[src/sv/krt_pkg.sv]
package krt_pkg;

    localparam int KEY_W        = 32;
    localparam int PRICE_W      = 24;
    localparam int QTY_W        = 32;
    localparam int OP_W         = 2;
    localparam int STATUS_W     = 2;
    localparam int COUNT_OUT_W  = 7;
    localparam int TABLE_ENTRIES_DEF = 64;

    // Operation codes
    localparam logic [OP_W-1:0] OP_INSERT = 2'd0;
    localparam logic [OP_W-1:0] OP_LOOKUP = 2'd1;
    localparam logic [OP_W-1:0] OP_ADJUST = 2'd2;

    // Result status codes
    localparam logic [STATUS_W-1:0] ST_DONE      = 2'd0;
    localparam logic [STATUS_W-1:0] ST_NOT_FOUND = 2'd1;
    localparam logic [STATUS_W-1:0] ST_DUPLICATE = 2'd2;
    localparam logic [STATUS_W-1:0] ST_FULL      = 2'd3;

    // One stored record
    typedef struct packed {
        logic signed [KEY_W-1:0] key;
        logic [PRICE_W-1:0]      price;
        logic signed [QTY_W-1:0] qty;
    } t_record;

endpackage

[src/sv/krt_alu.sv]
module krt_alu (
    input  logic signed [krt_pkg::KEY_W-1:0] i_stored_key,
    input  logic signed [krt_pkg::KEY_W-1:0] i_search_key,
    input  logic signed [krt_pkg::QTY_W-1:0] i_stored_qty,
    input  logic signed [krt_pkg::QTY_W-1:0] i_delta,
    output logic                             o_match,
    output logic signed [krt_pkg::QTY_W-1:0] o_sum
);
    import krt_pkg::*;

    logic signed [QTY_W:0] sum_wide;

    // Compare the stored key against the one searched for
    assign o_match = (i_stored_key == i_search_key);

    // Add the change with one guard bit, then clamp on overflow
    assign sum_wide = {i_stored_qty[QTY_W-1], i_stored_qty} + {i_delta[QTY_W-1], i_delta};

    always_comb begin
        if (sum_wide[QTY_W] != sum_wide[QTY_W-1]) begin
            o_sum = sum_wide[QTY_W] ? {1'b1, {(QTY_W-1){1'b0}}} : {1'b0, {(QTY_W-1){1'b1}}};
        end else begin
            o_sum = sum_wide[QTY_W-1:0];
        end
    end

endmodule

[config.mk]
export PLATFORM = sky130hd
export DESIGN_NAME = krt_alu
export DESIGN_NICKNAME = d
export VERILOG_FILES = /design/src/sv/krt_pkg.sv /design/src/sv/krt_alu.sv
export SDC_FILE = /design/constraint.sdc
export NUM_CORES = 1
export LEC_CHECK = 0
export ABC_CLOCK_PERIOD_IN_PS = 2500
export BUFFER_PORTS_ARGS = -buffer_cell sky130_fd_sc_hd__clkbuf_2
export CORE_MARGIN = 2
export CORE_UTILIZATION = 45
export DETAILED_ROUTE_END_ITERATION = 6
export PLACE_DENSITY = 0.95
export SETUP_SLACK_MARGIN = 0.15
export SLEW_MARGIN = 25
export SYNTH_ARGS = -nofsm -noshare
export SYNTH_HDL_FRONTEND = slang
export SYNTH_SLANG_ARGS = --single-unit
[constraint.sdc]
create_clock -name vclk -period 2.5
set_input_delay 0.125 -clock vclk [all_inputs]
set_output_delay 0.125 -clock vclk [all_outputs]
set_load 0.05 [all_outputs]
==> summary.txt, run 1 <==
Synth
  – Seq/Total Area, Yosys: 0
  – Share of the synthesized area in the top cell type: 0.1689
  – Yosys Warn Count: 0
  – Post-Syn Area: 2371 um^2
  – Cell taking the most area after synthesis: ha_1
  – Ranking of synthesized cells by area: ha_1 (17%), xor2_1 (17%), a21oi_1 (10%), o21ai_0 (6.5%), xnor2_1 (6.3%)
  – Post-synthesis compound-gate area fraction: 0.3351
  – Avg Synthesized Cell Area: 7.057 um^2
  – Syn Nets: 497
  – Xor and xnor fraction of the mapped netlist area: 0.2290
  – Mux contribution to synthesized area: 0
  – Synth Area in Adders: 0.1963
  – Largest family of logic cells by synthesized area: compound AO/OA/AOI/OAI gates
  – Synth unique cells: 51
  – Syn Inst Count: 336
  – Simple-Gate Fraction of Synth Area: 0.1842

Die
  – IO Count: 161
  – Initial core utilization: 0.4642
  – Die Width: 76.59 um
  – Row count: 26
  – Die H: 76.59 um

Clock tree
  – Hold Buf Count CTS: 0

Placement
  – Placement Setup Slack: -0.3499 ns
  – PortBufs: 161
  – Placed cell area: 4175 um^2
  – DP HPWL: 9575 um
  – Global placement routability congestion: 0.9627

Global route
  – Overflow after GRT: 490
  – Largest net degree at the start of global routing: 12
  – GRT Util Overall: 0.9562

Outcome
  – Exit stage: 5_1_grt
  – Outcome: aborted with a tool error
  – Error message: [ERROR GRT-0232] Routing congestion too high. Check the congestion heatmap in the GUI.

STA
  – Worst End Pin Type: top-level output
  – Last worst endpoint in the global-route repair_timing: o_sum[15]
[cell usage after synthesis (3+ instances only)]
cell      instances
a21oi_1          48
xor2_1           45
ha_1             32
o21ai_0          31
nand2_1          19
nor2_1           17
xnor2_1          17
inv_1            13
nand4_1           9
buf_2             8
nand3_1           8
nor4_1            8
o211ai_1          6
nand2b_1          5
a21o_1            4
a31oi_1           4
and3_1            4
maj3_2            4
o21a_1            4
o21bai_1          4
o22ai_1           4
a211oi_1          3
o21ai_1           3
[what timing repair did]
item	in CTS
cloned	1
setup buffers	9
resized for setup	59
hold endpoints to repair	0
endpoints found under the setup margin	32
pin swaps	11
[metal layers]
layer  overflow  global-route usage
met1          4              0.8419
met2        350               1.276
met3          4              0.6896
met4        132               1.149
met5          0              0.2091
[cell families after synthesis]
logic type / count (synthesis)
xor gates and xnor gates: 62
and+or+nand+nor: 83
adders and majority gates: 37
AOI/OAI and AO/OA: 127
buffers and inverters: 27
[per-stage QoR]
step / hold slack, ns / std cells / setup TNS (ns)
global placement: 0.8124 / 615 / -2.789
detailed placement: 0.8179 / 615 / -7.638
floorplan: 0.6465 / 336 / -0.3226
CTS: 0.7920 / 625 / -3.611
==> inputs of run 2 (changes only) <==
--- a/config.mk
+++ b/config.mk
@@ -8,10 +8,9 @@
 export ABC_CLOCK_PERIOD_IN_PS = 2500
 export BUFFER_PORTS_ARGS = -buffer_cell sky130_fd_sc_hd__clkbuf_2
 export CORE_MARGIN = 2
-export CORE_UTILIZATION = 45
+export CORE_UTILIZATION = 40
 export DETAILED_ROUTE_END_ITERATION = 6
-export PLACE_DENSITY = 0.95
-export SETUP_SLACK_MARGIN = 0.15
+export PLACE_DENSITY_LB_ADDON = 0.15
 export SLEW_MARGIN = 25
 export SYNTH_ARGS = -nofsm -noshare
 export SYNTH_HDL_FRONTEND = slang
==> summary.txt, run 2 <==
Outcome
  – Outcome: finished, violations left
  – Failing checks: setup timing

STA
  – Actual slew at the worst max-slew pin: 0.4270 ns
  – Setup violators final: 31
  – Setup ws final: -0.3564 ns
  – Final hold vios: 0
  – Part of the cycle the worst path needs: 1.143
  – Final min period: 2.856 ns
  – Slew HR: 0.7154
  – Hold WS: 0.8133 ns
  – Max Transition Viols Final: 0
  – Max Fclk: 350.1 MHz
  – RSZ-0062 raised after global routing: yes

Synth
  – Syn Nets: 497 (unchanged)
  – Avg Synthesized Cell Area: 7.057 um^2 (unchanged)
  – Post-Syn Area: 2371 um^2 (unchanged)
  – Seq/Total Area, Yosys: 0 (unchanged)
  – Post-synth top cells: a21oi_1 (48), xor2_1 (45), ha_1 (32), o21ai_0 (31), nand2_1 (19)
  – Share of the synthesized area in the top cell type: 0.1689 (unchanged)
  – Cell taking the most area after synthesis: ha_1
  – Yosys Warn Count: 0 (unchanged)
  – Syn Inst Count: 336 (unchanged)
  – Synth unique cells: 51 (unchanged)
  – Ranking of synthesized cells by area: ha_1 (17%), xor2_1 (17%), a21oi_1 (10%), o21ai_0 (6.5%), xnor2_1 (6.3%)
  – Top-count cell post-synth: a21oi_1

Pwr
  – P_sw: 1.403 mW
  – Power Dens Cells: 528.9 nW/um^2
  – Fraction of power consumed by sequential logic: 0
  – VDD IR-drop max: 0.0003568 V
  – Pint: 1.203 mW
  – Leak Pwr: 2.286 nW
  – Clk pwr share: 0
  – Gate power share: 1.000
  – Sw frac: 0.5384

Die
  – Die H: 80.99 um (+5.8%)
  – Row count: 28 (+7.7%)
  – Die area: 6559 um^2
  – Initial core utilization: 0.4077 (-0.05653)
  – IO Count: 161 (unchanged)
  – Core ar.: 5816 um^2
  – Die Width: 80.99 um (+5.8%)

Hold path
  – WHS Path Cells: 5
  – Hold path endpoint: o_sum[0]
  – Hold Path Class: primary input to output port
  – Hold Startpoint: i_delta[0]

Route
  – Via count: 3715
  – Post-route ant nets: 0
  – Drt wl/cell: 17.81 um
  – Post-Route WL: 11470 um
  – Routed vias/inst: 5.769
  – TritonRoute pass-1 iters: 5
  – Initial detailed-routing violation count: 225
  – # DRC: 0

Cells and area
  – Clock buffers: 0
  – Number of flip-flops and latches: 0
  – Fill count: 325
  – Final core utilization: 0.8475
  – Most frequent cells in the layout: clkbuf_2 (121), buf_4 (75), xor2_1 (44)
  – Fin cells: 644
  – Footprint of the multi-input gates: 2751 um^2
  – Sequential cell area: 0 um^2
  – Number of diodes: 0
  – Commonest non-fill, non-tap cell in the layout: clkbuf_2
  – Layout cells sized above 1: 0.5589
  – Syn-to-layout area delta: 107.9%
  – Layout Nets: 732

Placement
  – PortBufs: 161 (unchanged)
  – DP HPWL: 7535 um (-21%)
  – Placed cells: 634 (+3.1%)
  – Global placement routability congestion: 0.9198 (-4.5%)

Critical path
  – Crit start category: primary input
  – Setup Crit Path Kind: primary input to output port
  – WP data arrival: 2.73 ns
  – Crit-path max FO: 5
  – Crit path required time: 2.38 ns
  – Critical Path Sink Type: output port

Global route
  – Vias in the first global route: 3501
  – GRT Util Overall: 0.2833
  – First-pass GRT wire length: 15070 um
  – Initial antenna violation count: 0
  – Overflow after GRT: 0
  – Largest net degree at the start of global routing: 11

Clock tree
  – Hold Buf Count CTS: 0 (unchanged)

Run
  – Max_cap viols: 0
## run 2: cell counts after synthesis
No cell type changed its count.
## run 2: cell type report
cell class	count	share of cell area
multi-input cells	309	0.5583
well taps	75	0.01904
inverters	13	0.009901
repair buffers	247	0.4128
## run 2: kinds of logic (layout without fill, tap and decap cells)
logic type | Yosys count | in the layout | share of synthesized area
adders and majority gates | 37 | 37 | 0.1963
and+or+nand+nor | 83 | 83 | 0.1842
xor gates and xnor gates | 62 | 62 | 0.2290
buffers and inverters | 27 | 260 | 0.05541
AOI/OAI and AO/OA | 127 | 127 | 0.3351
## run 2: per-layer routing
metal / GRT usage / wire length, um / up-vias / share of wire
li1: - / - / 1710 / -
met1: 0.3044 / 3955 / 1709 / 0.34
met2: 0.5826 / 6144 / 228 / 0.54
met3: 0.02222 / 686 / 68 / 0.060
met4: 0.07119 / 681 / 0 / 0.059
met5: 0 / 0 / - / 0
## run 2: timing repair
item | in CTS | in global routing
cloned | 1 | 1
setup endpoints to repair | 31 | 31
resized for setup | 63 | 38
pin swaps | 26 | 21
setup buffers | 3 | 5
## run 2: critical path, stage by stage
cell      delay, ns
clkbuf_2       0.08
ha_1           0.37
nand2_1        0.15
a211oi_2       0.24
nand2_1        0.12
o211a_1        0.30
o31ai_4        0.38
a21o_4         0.22
nand3_4        0.18
buf_12         0.22
a21oi_4        0.18
buf_12         0.16
## run 2: per-stage QoR
step,total power [mW],setup slack [ns],TNS (ns),instance area (um^2)
final,2.607,-0.3564,-9.314,4928
after detailed placement,2.156,-0.2250,-4.318,4294
after global placement,2.128,-0.1646,-2.008,4294
after global routing,2.706,-0.4695,-12.62,4928
after floorplan,1.278,-0.02842,-0.2106,2600
after CTS,2.377,-0.09974,-1.358,4701
## run 2: power by group through the flow
| stage | clock, mW | sequential [mW] | combinational [mW] |
|---|---|---|---|
| 2_1_floorplan | 0 | 0 | 1.28 |
| 5_1_grt | 0 | 0 | 2.71 |
| 6_report | 0 | 0 | 2.61 |
| 4_1_cts | 0 | 0 | 2.38 |
| 3_3_place_gp | 0 | 0 | 2.13 |
| 3_5_place_dp | 0 | 0 | 2.16 |
## run 2: worst max-delay path by stage
stage | startpoint | end | slack, ns | cells past startpoint
after CTS | i_stored_qty[1] | o_sum[17] | -0.1 | 16
final | i_stored_qty[10] | o_sum[16] | -0.36 | 12
after floorplan | i_stored_qty[0] | o_sum[12] | -0.03 | 12
after global routing | i_stored_qty[10] | o_sum[19] | -0.47 | 13
after global placement | i_stored_qty[9] | o_sum[30] | -0.16 | 11
after detailed placement | i_stored_qty[12] | o_sum[30] | -0.22 | 11
No activity file was read; power rests on OpenSTA's default activity.
